===== config.mk =====
export PLATFORM = sky130hd
export DESIGN_NAME = seven_segment_scan_driver
export DESIGN_NICKNAME = d
export VERILOG_FILES = /design/src/ssd_pkg.sv /design/src/ssd_ram.sv /design/src/seven_segment_scan_driver.sv
export SDC_FILE = /design/constraint.sdc
export NUM_CORES = 1
export LEC_CHECK = 0
export BUFFER_PORTS_ARGS = -buffer_cell sky130_fd_sc_hd__buf_2
export CORE_MARGIN = 1.5
export CORE_UTILIZATION = 62
export CTS_CLUSTER_DIAMETER = 200
export DETAILED_ROUTE_END_ITERATION = 10
export GPL_ROUTABILITY_DRIVEN = 0
export GPL_TIMING_DRIVEN = 0
export PLACE_DENSITY_LB_ADDON = 0.05
export SYNTH_ARGS = -nofsm -noshare
export SYNTH_HDL_FRONTEND = slang
export SYNTH_SLANG_ARGS = --single-unit

===== constraint.sdc =====
create_clock -name clk -period 8.3 [get_ports clk]
set_input_delay 0.415 -clock clk [delete_from_list [all_inputs] [get_ports clk]]
set_output_delay 0.415 -clock clk [all_outputs]
set_load 0.01 [all_outputs]

===== src/ssd_pkg.sv =====
// ----------------------------------------------------------------------------
// ssd_pkg
// types, constants and the segment table of the seven segment scan driver
// ----------------------------------------------------------------------------
package ssd_pkg;

  // digits on the display; the scan is clamped to the store depth
  localparam int DIGITS      = 4;
  localparam int STORE_DEPTH = 4;
  localparam int SCAN_COUNT  = (DIGITS < 1) ? 1 :
                               ((DIGITS > STORE_DEPTH) ? STORE_DEPTH : DIGITS);
  localparam int ADDR_W      = $clog2(STORE_DEPTH);
  localparam int SEG_W       = 8;
  localparam int WORD_BITS   = 16;
  localparam int COUNT_W     = $clog2(WORD_BITS);
  localparam int VALUE_W     = 14;

  localparam logic [VALUE_W-1:0] MAX_VALUE = 14'd9999;
  localparam logic [SEG_W-1:0]   BLANK     = 8'hFF;
  localparam logic [SEG_W-1:0]   DOT_MASK  = 8'h7F;

  // divide by ten: q = (v * 0xCCCD) >> 19, exact for 14-bit v in 30 bits
  localparam int PROD_W    = 30;
  localparam int DIV_SHIFT = 19;
  localparam logic [15:0] RECIP_10 = 16'hCCCD;

  typedef enum logic [1:0] {
    CMD_TICK  = 2'd0,
    CMD_SHOW  = 2'd1,
    CMD_RAW   = 2'd2,
    CMD_CLEAR = 2'd3
  } cmd_t;

  typedef enum logic [1:0] {
    SEQ_IDLE,
    SEQ_SHOW,
    SEQ_CLEAR
  } seq_state_t;

  // active-low pattern of a decimal digit, bit 7 is the point
  function automatic logic [SEG_W-1:0] seg_pattern(input logic [3:0] digit);
    logic [SEG_W-1:0] p;
    case (digit)
      4'd0: p = 8'hC0;
      4'd1: p = 8'hF9;
      4'd2: p = 8'hA4;
      4'd3: p = 8'hB0;
      4'd4: p = 8'h99;
      4'd5: p = 8'h92;
      4'd6: p = 8'h82;
      4'd7: p = 8'hF8;
      4'd8: p = 8'h80;
      4'd9: p = 8'h90;
      default: p = BLANK;
    endcase
    return p;
  endfunction

endpackage


===== src/ssd_ram.sv =====
// ----------------------------------------------------------------------------
// ssd_ram
// generic single write port ram with registered read
// ----------------------------------------------------------------------------
module ssd_ram #(
  parameter int WIDTH = 8,
  parameter int DEPTH = 4
) (
  input  logic                     clk,
  input  logic                     we,
  input  logic [$clog2(DEPTH)-1:0] waddr,
  input  logic [WIDTH-1:0]         wdata,
  input  logic [$clog2(DEPTH)-1:0] raddr,
  output logic [WIDTH-1:0]         rdata
);

  logic [WIDTH-1:0] mem [DEPTH];

  always_ff @(posedge clk) begin
    if (we) begin
      mem[waddr] <= wdata;
    end
    rdata <= mem[raddr];
  end

endmodule


===== src/seven_segment_scan_driver.sv =====
// ----------------------------------------------------------------------------
// seven_segment_scan_driver
// four digit multiplexed seven segment driver feeding two chained shift
// registers
// ----------------------------------------------------------------------------
// The block holds one active-low segment byte per digit in a small ram. Input
// words carry a command in s_tuser: a tick scans the current digit and sends
// 16 output words, one bit each, msb first (segment byte, then the one-hot
// digit select), with m_tlast marking the latch pulse on the sixteenth bit;
// show splits a number (saturated at 9999) into decimal digits, blanks
// leading zeros unless show_zero is set and clears the point of the chosen
// digit if it is shown (dot position zero sets no point); raw set writes one
// byte; clear blanks every digit. A tick passes through the registered ram
// read and then the output shifter, one word per cycle when m_tready stays
// high; a second tick is taken while the first is still shifting and waits
// in a one-word holding register, so ticks run back to back. Show and clear
// make one ram write per digit in turn through the single write port; raw
// set is written in the cycle it is accepted. All of these may be accepted
// while a tick is being shifted out. The store reads as blank after reset
// through per-entry valid flags, so there is no clearing pass.
module seven_segment_scan_driver
  import ssd_pkg::*;
(
  input  logic        clk,
  input  logic        rst,
  input  logic        s_tvalid,
  output logic        s_tready,
  // value[13:0], show_zero[14], dot_position[16:15], raw_pattern[24:17],
  // position[26:25], zero fill[31:27]
  input  logic [31:0] s_tdata,
  // command[1:0]
  input  logic [1:0]  s_tuser,
  output logic        m_tvalid,
  input  logic        m_tready,
  // serial_bit[0], digit_index[2:1], zero fill[7:3]
  output logic [7:0]  m_tdata,
  // latch
  output logic        m_tlast
);

  // input word fields
  cmd_t               cmd;
  logic [VALUE_W-1:0] in_value;
  logic               in_show_zero;
  logic [1:0]         in_dot;
  logic [SEG_W-1:0]   in_raw;
  logic [ADDR_W-1:0]  in_pos;

  assign cmd          = cmd_t'(s_tuser);
  assign in_value     = s_tdata[13:0];
  assign in_show_zero = s_tdata[14];
  assign in_dot       = s_tdata[16:15];
  assign in_raw       = s_tdata[24:17];
  assign in_pos       = s_tdata[26:25];

  logic in_acc;
  logic tick_acc;

  assign in_acc   = s_tvalid && s_tready;
  assign tick_acc = in_acc && (cmd == CMD_TICK);

  // segment store and its reset-valid flags
  logic                   ram_we;
  logic [ADDR_W-1:0]      ram_waddr;
  logic [SEG_W-1:0]       ram_wdata;
  logic [SEG_W-1:0]       ram_rdata;
  logic [STORE_DEPTH-1:0] entry_valid;
  logic [ADDR_W-1:0]      scan_digit;

  ssd_ram #(
    .WIDTH (SEG_W),
    .DEPTH (STORE_DEPTH)
  ) u_store (
    .clk   (clk),
    .we    (ram_we),
    .waddr (ram_waddr),
    .wdata (ram_wdata),
    .raddr (scan_digit),
    .rdata (ram_rdata)
  );

  // write sequencer for show and clear, one digit per cycle
  seq_state_t         seq_state;
  seq_state_t         seq_state_next;
  logic [ADDR_W-1:0]  seq_idx;
  logic [VALUE_W-1:0] seq_val;
  logic               seq_zero;
  logic [1:0]         seq_dot;
  logic               seq_last;

  assign seq_last = (seq_idx == ADDR_W'(STORE_DEPTH - 1));

  // one decimal digit a cycle: remaining value over ten and its remainder
  logic [PROD_W-1:0]  prod;
  logic [VALUE_W-1:0] quot;
  logic [VALUE_W-1:0] rem_full;
  logic               shown;
  logic               dot_hit;
  logic [SEG_W-1:0]   show_pattern;

  always_comb begin
    prod     = PROD_W'(seq_val) * PROD_W'(RECIP_10);
    quot     = VALUE_W'(prod[PROD_W-1:DIV_SHIFT]);
    rem_full = seq_val - (quot << 3) - (quot << 1);
    // digit 0 always shows; the others show with show_zero or a value left
    shown    = (seq_idx == '0) || seq_zero || (seq_val != '0);
    dot_hit  = (seq_dot != 2'd0) && (seq_dot == 2'(seq_idx));
    if (shown) begin
      show_pattern = seg_pattern(rem_full[3:0]) & (dot_hit ? DOT_MASK : BLANK);
    end else begin
      show_pattern = BLANK;
    end
  end

  // next state
  always_comb begin
    seq_state_next = seq_state;
    case (seq_state)
      SEQ_IDLE: begin
        if (in_acc && (cmd == CMD_SHOW)) begin
          seq_state_next = SEQ_SHOW;
        end else if (in_acc && (cmd == CMD_CLEAR)) begin
          seq_state_next = SEQ_CLEAR;
        end
      end
      SEQ_SHOW, SEQ_CLEAR: begin
        if (seq_last) begin
          seq_state_next = SEQ_IDLE;
        end
      end
      default: seq_state_next = SEQ_IDLE;
    endcase
  end

  // ram write port
  always_comb begin
    ram_we    = 1'b0;
    ram_waddr = in_pos;
    ram_wdata = in_raw;
    case (seq_state)
      SEQ_IDLE: begin
        ram_we = in_acc && (cmd == CMD_RAW);
      end
      SEQ_SHOW: begin
        ram_we    = 1'b1;
        ram_waddr = seq_idx;
        ram_wdata = show_pattern;
      end
      SEQ_CLEAR: begin
        ram_we    = 1'b1;
        ram_waddr = seq_idx;
        ram_wdata = BLANK;
      end
      default: ram_we = 1'b0;
    endcase
  end

  always_ff @(posedge clk) begin
    if (rst) begin
      seq_state <= SEQ_IDLE;
    end else begin
      seq_state <= seq_state_next;
    end
  end

  always_ff @(posedge clk) begin
    if (seq_state == SEQ_IDLE) begin
      seq_idx <= '0;
      if (in_acc && (cmd == CMD_SHOW)) begin
        seq_val  <= (in_value > MAX_VALUE) ? MAX_VALUE : in_value;
        seq_zero <= in_show_zero;
        seq_dot  <= in_dot;
      end
    end else begin
      seq_idx <= seq_idx + 1'b1;
      seq_val <= quot;
    end
  end

  always_ff @(posedge clk) begin
    if (rst) begin
      entry_valid <= '0;
    end else if (ram_we) begin
      entry_valid[ram_waddr] <= 1'b1;
    end
  end

  // scan pointer, moves on with every accepted tick
  always_ff @(posedge clk) begin
    if (rst) begin
      scan_digit <= '0;
    end else if (tick_acc) begin
      if (scan_digit == ADDR_W'(SCAN_COUNT - 1)) begin
        scan_digit <= '0;
      end else begin
        scan_digit <= scan_digit + 1'b1;
      end
    end
  end

  // read return stage, valid in the cycle after the tick
  logic                 rd_pend;
  logic [ADDR_W-1:0]    rd_digit;
  logic                 rd_valid;
  logic [WORD_BITS-1:0] rd_word;

  always_ff @(posedge clk) begin
    if (rst) begin
      rd_pend <= 1'b0;
    end else begin
      rd_pend <= tick_acc;
    end
  end

  always_ff @(posedge clk) begin
    if (tick_acc) begin
      rd_digit <= scan_digit;
      rd_valid <= entry_valid[scan_digit];
    end
  end

  // segment byte first, then one-hot digit select
  assign rd_word = {(rd_valid ? ram_rdata : BLANK), (8'd1 << rd_digit)};

  // holding word and output shifter
  logic                 hold_valid;
  logic [WORD_BITS-1:0] hold_word;
  logic [ADDR_W-1:0]    hold_digit;
  logic                 sh_active;
  logic [WORD_BITS-1:0] sh_word;
  logic [COUNT_W-1:0]   sh_count;
  logic [ADDR_W-1:0]    sh_digit;
  logic                 sh_last;
  logic                 out_fire;
  logic                 sh_free;

  assign sh_last  = (sh_count == COUNT_W'(WORD_BITS - 1));
  assign out_fire = sh_active && m_tready;
  assign sh_free  = !sh_active || (out_fire && sh_last);

  always_ff @(posedge clk) begin
    if (rst) begin
      hold_valid <= 1'b0;
      sh_active  <= 1'b0;
    end else begin
      if (sh_free) begin
        if (hold_valid) begin
          sh_active  <= 1'b1;
          hold_valid <= 1'b0;
        end else begin
          sh_active <= rd_pend;
        end
      end else if (rd_pend) begin
        hold_valid <= 1'b1;
      end
    end
  end

  always_ff @(posedge clk) begin
    if (sh_free) begin
      sh_count <= '0;
      if (hold_valid) begin
        sh_word  <= hold_word;
        sh_digit <= hold_digit;
      end else begin
        sh_word  <= rd_word;
        sh_digit <= rd_digit;
      end
    end else if (out_fire) begin
      sh_word  <= sh_word << 1;
      sh_count <= sh_count + 1'b1;
    end
    if (rd_pend && !sh_free) begin
      hold_word  <= rd_word;
      hold_digit <= rd_digit;
    end
  end

  // a new word is taken when the sequencer is idle and the tick path has room
  assign s_tready = (seq_state == SEQ_IDLE) && !hold_valid && !rd_pend;

  assign m_tvalid = sh_active;
  assign m_tdata  = {5'd0, sh_digit, sh_word[WORD_BITS-1]};
  assign m_tlast  = sh_last;

endmodule


======== Word level (Yosys, flattened, before mapping) ========
Memories as Yosys holds them, arrays and structs flattened. A register that Yosys moved wholly into a read port is not among the register bits.
Index checks and enable logic that the tools add are counted.
storage, ports and cells
  bits in registers ....................... 73
  bits in latches ......................... 0
  bits in writable memories ............... 32
  memory bits (read-only) ................. 112
  input bits .............................. 38
  output and inout bits ................... 11
  word-level logic and storage cells ...... 100
  memories ................................ 2
cells by class
  $add $sub $neg .......................... 5
  $mul .................................... 1
  div/mod/pow operators ................... 0
  magnitude comparators ................... 4
  eq/ne operators ......................... 12
  shift operators ......................... 1
  muxes and demuxes ....................... 26
  bitwise gates (word level) .............. 2
  reduce and logical (&&, ||, !) cells .... 29
memories
  name             words  width  read ports  clocked after memory_dff  wr ports  RTL line       source
  (no name shown)  16     7      1           0                         0         ssd_pkg.sv:43  case (digit)
  u_store.mem      4      8      1           1                         1         ssd_ram.sv:17  logic [WIDTH-1:0] mem [DEPTH];
operator list
  cell                                                                   number
  16-bit 2-to-1 mux                                                      3
  8-bit 2-to-1 mux                                                       4
  14-bit by 16-bit multiplier with 30-bit output, second input constant  1
  11-bit 2-to-1 mux                                                      2
  8-bit case mux with 2 select lines                                     1
  14-bit greater-than comparator, second input constant                  1
  14-bit 2-to-1 mux                                                      1
  14-bit nonzero test                                                    1
  1-bit logical AND                                                      12
  2-bit 2-to-1 mux                                                       6
  2-bit == test, second input constant                                   5
  8-bit bitwise AND                                                      1
  1-bit by 2-bit left shift with 8-bit output, first input constant      1
  4-bit subtractor                                                       2
  2-bit zero test                                                        3
  2-bit by 3-bit < comparator with 1-bit output, second input constant   2
  1-bit 2-to-1 mux                                                       5
  2-bit by 1-bit adder with 2-bit output, second input constant          2
  4-bit by 1-bit adder with 4-bit output, second input constant          1
  2-bit by 1-bit == test with 1-bit output, second input constant        2
  4-bit == test, second input constant                                   1
  1-bit zero test                                                        4
  4-bit bitwise OR                                                       1
  2-bit case mux with 2 select lines                                     1
  other kinds (12)                                                       17

======== Logic depth before layout (Yosys ltp) ========
Gate-level depths: netlist of the first run.
  word-level depth ........................ 8
  mapped depth ............................ 27
  depth with buffers taken out ............ 27

======== By module ========
A second synthesis of the first run with hierarchy kept.
second synthesis, totals
  cell total of the unflattened synthesis .. 734
  area, all modules ....................... 8244.2 um^2
modules (own cells, without submodules)
  module                     instances  cells each  area each (um^2)  sequential area each (um^2)
  seven_segment_scan_driver  1          680         6895.4            1871.8
  ssd_ram                    1          54          1348.8            1121.1

======== Worst setup path after synthesis of the first run ========
No wires, ideal clock.
  path kind ............................... reg-to-reg
  start ................................... register seq_val[12]
  end ..................................... memory u_store.mem[0][1] (data pin)
  setup time .............................. 0.145 ns
  arrival time ............................ 6.259 ns
  data required time ...................... 8.155 ns
  setup slack ............................. 1.896 ns
  stages on the path, launching flop included .. 26
  buffers on the path ..................... 0
  clock period less this slack ............ 6.404 ns
  cells stage by stage .................... dfxtp_1 inv_1 ha_1 inv_1 fa_1 fa_1 fa_1 inv_1 fa_1 inv_1 fa_1 inv_1 ha_1 o21ai_0 o21ai_0 o211ai_2 a31oi_1 and2b_1 ha_1 inv_1 ha_1 o21ai_0 inv_1 and3_2 a2111oi_1 o22a_1
between the ends
  cells in the longest elaborated chain, start to end .. 8
  elaborated cells between the ends (all ways) .. 10
  classes of those cells .................. 2 x add/sub; 1 x mul; 3 x mux; 1 x bitwise; 2 x reduce/logical; 1 x memory
ends and longest elaborated chain
  element                                         RTL line                          source
  from (decl)                                     seven_segment_scan_driver.sv:86   logic [VALUE_W-1:0] seq_val;
  from (signal assigned)                          seven_segment_scan_driver.sv:170  seq_val <= (in_value > MAX_VALUE) ? MAX_VALUE : in_value;
  from (signal assigned)                          seven_segment_scan_driver.sv:176  seq_val <= quot;
  14-bit by 16-bit multiplier with 30-bit output  seven_segment_scan_driver.sv:102  prod = PROD_W'(seq_val) * PROD_W'(RECIP_10);
  4-bit subtractor (2 in a row)                   seven_segment_scan_driver.sv:104  rem_full = seq_val - (quot << 3) - (quot << 1);
  memory read 16 x 7 bit                          n/a
  8-bit 2-to-1 mux                                seven_segment_scan_driver.sv:108  if (shown) begin
  8-bit bitwise AND                               seven_segment_scan_driver.sv:109  show_pattern = seg_pattern(rem_full[3:0]) & (dot_hit ? DOT_MASK : BLANK);
  8-bit 2-to-1 mux *                              seven_segment_scan_driver.sv:108
  8-bit case mux with 2 select lines *            seven_segment_scan_driver.sv:140  case (seq_state)
  net ram_wdata[1]                                seven_segment_scan_driver.sv:65   logic [SEG_W-1:0] ram_wdata;
  to (decl)                                       ssd_ram.sv:17
Mark *: on every way through the listed nets, which the timed path passes. The rest lies on a longest branch. The select of a mux whose other input is x is not followed.

======== Worst setup path in the final report of the first run ========
  start ................................... register seq_val[8]
  end ..................................... memory u_store.mem[0][1] (data pin)
Same word-level chain as after synthesis.

==> results of run 1 <==
==> worst max-delay path, cell delays in order (launching register included) <==
cell,delay (ns)
edfxtp_1,0.52
inv_1,0.13
ha_1,0.32
inv_1,0.06
fa_1,0.61
fa_1,0.49
fa_1,0.55
inv_1,0.05
fa_1,0.51
inv_1,0.05
fa_1,0.50
inv_1,0.05
ha_1,0.28
o21ai_0,0.08
o21ai_0,0.21
o211ai_2,0.20
a31oi_1,0.33
and2b_1,0.26
ha_1,0.37
inv_1,0.10
ha_1,0.30
o21ai_0,0.24
inv_1,0.06
and3_2,0.21
a2111oi_1,0.44
o22a_1,0.25
==> sequential cells by signal, indices dropped and copies added (netlist names), 4 cells and up <==
signal / count
sh_word: 16
sh_count: 4
hold_word: 12
u_store.rdata: 8
u_store.mem: 32
entry_valid: 4
seq_val: 14
==> layout by cell type (no fill, tap or decap), types with 3 or more instances in the layout <==
master	instances
ha_1	127
inv_1	122
edfxtp_1	81
nor2_1	53
fa_1	52
buf_2	38
a21oi_1	33
dfxtp_1	28
nand2_1	27
o21ai_0	19
clkbuf_1	13
mux2i_1	13
xor2_1	12
xnor2_1	12
nor3_1	9
mux4_2	9
nand2b_1	9
clkbuf_16	9
nor2b_1	8
o22a_1	7
a21o_1	6
and3_1	6
buf_4	6
nand4_1	5
nor3b_1	5
nand3_1	5
o22ai_1	5
conb_1	5
and2_1	4
a31oi_1	4
a211oi_1	3
or2b_2	3
and3_2	3
==> worst max-delay path by stage <==
stage	startpoint	end
floorplan	seq_val[12]	u_store.mem[0][1]
global placement	seq_val[8]	u_store.mem[2][1]
detailed placement	seq_val[8]	u_store.mem[1][1]
CTS	seq_val[8]	u_store.mem[0][1]
global route	seq_val[8]	u_store.mem[0][5]
finish	seq_val[8]	u_store.mem[0][1]
==> per-layer routing <==
layer / part of all wire, % / wire length [um] / vias to the layer above
met4: 1.2 / 193 / 0
li1: - / - / 2575
met2: 47 / 7424 / 106
met5: 0 / 0 / -
met1: 48 / 7523 / 2545
met3: 4.4 / 692 / 12
==> kinds of logic (layout without fill, tap and decap cells) <==
group           Yosys count  count (layout)  synth area share (%)
fa+ha+maj               179             179                 32.11
mux                      24              24                 4.338
other cells               1               5               0.04579
compound gates           89              89                 6.951
simple gates            155             155                 9.899
flops                   109             109                 36.54
xor+xnor                 27              27                 3.300
buf+inv                 140             194                 6.813
==> area by class of cell <==
class	instances	area share, %
buffer	18	1.124
clock buffer	12	2.656
clock inverter	4	0.6184
inverter	122	5.144
multi-input combinational	479	52.28
sequential	109	33.62
tap	172	2.417
timing repair buffer	38	2.136
==> through the flow <==
stage / cells / cell area [sq um] / hold slack (ns)
2_1_floorplan: 728 / 8205 / 0.4323
3_3_place_gp: 938 / 8611 / 0.4429
3_5_place_dp: 938 / 8611 / 0.4595
4_1_cts: 954 / 8902 / 0.2380
5_1_grt: 954 / 8902 / 0.2371
6_report: 954 / 8902 / 0.2459
==> qor.yml, run 1 <==
rows: 41
yosysSeqAreaShare_pct: 36.54
multi_input_area_sq_um: 4654
dp_slack_ns: 1.039
crit_fanout: 5
rsz0062_at_grt: "false"
slew_viol_final: 0
synthTopCellsByArea: "edfxtp_1 (30%), ha_1 (19%), fa_1 (13%), dfxtp_1 (6.8%), inv_1 (5.6%)"
hold_class: "primary input to register"
critPathLaunchType: "register"
r2r_slack_ns: 0.97
tritoncts: "done"
diodes: 0
clk_pin_slew_worst_paths_ns: 0.07
synthTopCellsByCount: "ha_1 (127), inv_1 (122), edfxtp_1 (81)"
end_kind: "register"
cts_sinks: 109
worstMarginPinSlew_ns: 0.9822
met3_usage_pct: 4.312
skew_ns: 0.008249
grt_max_degree: 18
fin_nets: 994
die-height_um: 117.9
r2r-end: "u_store.mem[0][1]"
via_per_inst: 5.491
yosys_warnings: 0
regArea_sq_um: 2993
core_area_sq_um: 12770
cp.arrival_ns: 7.52
critPathKind: "register to register"
wl_per_cell_um: 16.60
drv_cap: 0
die-area_sq_um: 13910
synth_edf_count: 81
use_met1_pct: 34.46
fill_cells: 938
die_w_um: 117.9
fmax_ghz: 0.1365
synthCells: 724
ctsHoldBuffers: 0
ant_nets: 0
netlist_area_sq_um: 8190
async_flop_share_pct: 0
hold_violations: 0
synth_cell_type_count: 61
dpl.hpwl_um: 13060
drcViolationCount: 0
min_from: "s_tdata[14]"
first_pass_iters: 5
track_usage_pct: 24.47
drtIter0Drc: 350
setup_ws_ns: 0.9721
grt_pass1_wl_um: 26820
vias: 5238
numCtsBuffers: 9
setup_viol: 0
io_pins: 49
io_buffers: 38
yosysTopAreaCell: "edfxtp_1"
htreeDepth: 3
r2r_start: "seq_val[8]"
yosysMostFrequentCell: "ha_1"
initial_core_util_pct: 64.12
clockRootBuffer: "clkbuf_16"
worstHoldEndpoint: "seq_zero"
drive_gt1_share_pct: 11.51
status: "finished clean"
hold_depth: 1
grt_busiest_layer: "met2"
rr_worst_depth: 25
worstPathRequired_ns: 8.49
worstSkewPairLatency_ns: 0.34
relSlewSlack_pct: 34.02
wirelength_um: 15830
first_global_vias: 5607
final.period_utilization_pct: 88.29
antenna_found_initial: 0
avgSynthCellArea_sq_um: 11.31
post_cts_buffers: 0
area_growth_pct: 8.692
synth-main-ff-cell: "edfxtp_1"
ys_seq_elements: 109
min_period_ns: 7.328
grtUsageMet2_pct: 40.06
post_cts_resize_count: 0
tns_ns: 0
grt_overflow: 0
cts_max_path_buffers: 2
netlist.area_leader.share_pct: 29.70
utilization_pct: 69.69
Power of run 1 is not shown: default switching activity piles up to over one toggle a cycle in this logic, so the estimate is an artifact.
==> run 2, diff against run 1 <==
- ABC_AREA: not set -> 1
- CORE_UTILIZATION: 62 -> 63
==> run 2 against run 1 <==
Global-route usage rose by 2.5 points. Highest routed layer unchanged. Via count rose by 21%. Utilization rose by 0.52 points. Non-clock buffer count rose by 1. Maximum frequency rose by 9.0%. Final cell count rose by 23%. Clock-buffer cell count fell by 3. Sequential cell count did not move.
==> qor.yml, run 2 <==
ys_seq_elements: 109  # unchanged
netlist_area_sq_um: 8663  # +5.8%
tns_ns: 0  # unchanged
grt_pass1_wl_um: 30250  # +13%
synthCells: 944  # +30%
wirelength_um: 18180  # +15%
status: "finished clean"
yosysMostFrequentCell: "inv_1"
yosysTopAreaCell: "edfxtp_1"
drcViolationCount: 0  # unchanged
via_per_inst: 5.362  # -2.3%
cp.arrival_ns: 6.86  # -0.66 ns
die_w_um: 120.3  # +2.0%
ant_nets: 0  # unchanged
synth-main-ff-cell: "edfxtp_1"
async_flop_share_pct: 0  # unchanged
hold_class: "primary input to register"
tritoncts: "done"
fmax_ghz: 0.1487  # +9.0%
yosysSeqAreaShare_pct: 34.55  # -2.0 points
fin_nets: 1214  # +22%
grt_overflow: 0  # unchanged
clk_pin_slew_worst_paths_ns: 0.07  # about the same
crit_fanout: 7  # +2
worstMarginPinSlew_ns: 1.193  # +0.2110 ns
grt_max_degree: 20  # +2
min_period_ns: 6.725  # -0.6029 ns
yosys_warnings: 0  # unchanged
reg_top3: "u_store.mem (32), sh_word (16), seq_val (14)"
first_pass_iters: 5  # unchanged
netlist.area_leader.share_pct: 28.08  # -1.6 points
synth_cell_type_count: 45  # -26%
rows: 42  # +2.4%
ctsHoldBuffers: 0  # unchanged
track_usage_pct: 26.97  # +2.5 points
setup_viol: 0  # unchanged
drtIter0Drc: 456  # +30%
final.period_utilization_pct: 81.02  # -7.3 points
cts_sinks: 109  # unchanged
clockRootBuffer: "clkbuf_16"
regMostFlops: "u_store.mem"
r2r_slack_ns: 1.57  # +0.60 ns
die-height_um: 120.3  # +2.0%
drv_cap: 0  # unchanged
worstPathRequired_ns: 8.44  # -0.05 ns
cts_max_path_buffers: 2  # unchanged
dpl.hpwl_um: 14780  # +13%
synth_edf_count: 81  # unchanged
core_area_sq_um: 13350  # +4.5%
worstSkewPairLatency_ns: 0.35  # about the same
numCtsBuffers: 9  # unchanged
mostFrequentLayoutCell: "inv_1"
slew_viol_final: 0  # unchanged
largest_reg_flops: 32  # unchanged
die-area_sq_um: 14460  # +4.0%
synthTopCellsByCount: "inv_1 (179), nand2_1 (133), ha_1 (127)"
layout_common_cells: "inv_1 (179), nand2_1 (133), ha_1 (127)"
critPathLaunchType: "register"
initial_core_util_pct: 64.90  # +0.78 points
post_cts_resize_count: 0  # unchanged
avgSynthCellArea_sq_um: 9.177  # -19%
wl_per_cell_um: 15.44  # -7.0%
io_buffers: 38  # unchanged
first_global_vias: 6172  # +10%
htreeDepth: 3  # unchanged
io_pins: 49  # unchanged
area_growth_pct: 8.174
vias: 6317  # +21%
synthTopCellsByArea: "edfxtp_1 (28%), ha_1 (18%), fa_1 (12%), inv_1 (7.8%), dfxtp_1 (6.5%)"
end_kind: "register"
rsz0062_at_grt: "false"
skew_ns: 0.004597  # -0.003652 ns
antenna_found_initial: 0  # unchanged
hold_violations: 0  # unchanged
relSlewSlack_pct: 20.16  # -14 points
diodes: 0  # unchanged
post_cts_buffers: 0  # unchanged
drive_gt1_share_pct: 9.880  # -1.6 points
critPathKind: "register to register"
[run 2: cell types whose count changed after synthesis, moves of 12 or more]
cell	delta
nand2_1	+106
inv_1	+57
nor2_1	+35
o21ai_0	+33
nand3_1	+23
mux2i_1	-13
a21oi_1	+12
nand2_2	+12
[run 2: cell families (layout without fill, tap and decap cells)]
| family | after synthesis | in the layout | share of synthesized area (%) |
|---|---|---|---|
| flip-flops | 109 | 109 | 34.55 |
| buffers and inverters | 203 | 257 | 9.099 |
| adder cells (fa/ha/maj) | 179 | 179 | 30.36 |
| AO/OA/AOI/OAI | 141 | 141 | 9.229 |
| AND/OR/NAND/NOR | 297 | 297 | 15.31 |
| other | 1 | 5 | 0.04329 |
| XOR/XNOR | 14 | 14 | 1.415 |
[run 2: worst max-delay path, cell delays in order, from the launching register on]
cell	delay, ns
edfxtp_1	0.49
inv_1	0.13
ha_1	0.33
inv_1	0.06
fa_1	0.60
fa_1	0.47
fa_1	0.54
inv_1	0.05
fa_1	0.50
inv_1	0.07
fa_1	0.51
inv_1	0.05
ha_1	0.34
a21oi_1	0.18
o21ai_0	0.12
a21oi_1	0.14
nand3_1	0.16
xor2_1	0.20
ha_1	0.30
inv_1	0.05
or2_2	0.26
nand2_1	0.16
inv_1	0.12
o21ai_0	0.16
nand3_1	0.09
nand3_1	0.09
nand2_1	0.06
a21oi_1	0.28
[run 2: per-layer routing]
| layer | global-route usage, % | part of all wire, % | wire length [um] | vias to the layer above |
|---|---|---|---|---|
| met5 | 0 | 0 | 0 | - |
| met4 | 5.882 | 1.4 | 257 | 0 |
| met3 | 4.623 | 5.8 | 1057 | 25 |
| met2 | 42.14 | 44 | 7968 | 159 |
| met1 | 39.77 | 49 | 8899 | 2950 |
| li1 | - | - | - | 3183 |
[run 2: path summary, 6_finish.rpt]
check	startpoint	end	cells after the start
max	seq_val[8]	u_store.mem[3][5]	27
min	s_tdata[14]	seq_zero	1
max reg2reg	seq_val[8]	u_store.mem[3][5]	27
min reg2reg	seq_idx[0]	seq_idx[0]	1
[run 2: through the flow]
stage          hold WS, ns  instances  cell area (sq um)  worst slack (ns)  utilization, %
6_report            0.2388       1178               9371             1.575           70.21
5_1_grt             0.2322       1178               9371             1.129           70.21
4_1_cts             0.2289       1178               9371             1.520           70.21
3_5_place_dp        0.4372       1162               9089             1.567           68.09
3_3_place_gp        0.4343       1162               9089             1.588           68.09
2_1_floorplan       0.4140        948               8678             2.323               -
[run 2: final cells by class]
| type | instances | area [sq um] |
|---|---|---|
| Tap cell | 176 | 220.2 |
| Sequential cell | 109 | 2993 |
| Inverter | 184 | 690.7 |
| Clock buffer | 9 | 225.2 |
| Multi-Input combinational cell | 636 | 4897 |
| Buffer | 19 | 97.59 |
| Timing Repair Buffer | 38 | 190.2 |
| Clock inverter | 7 | 57.56 |
| Fill cell | 1079 | 3976 |
Power of run 2 is left out for the same reason.
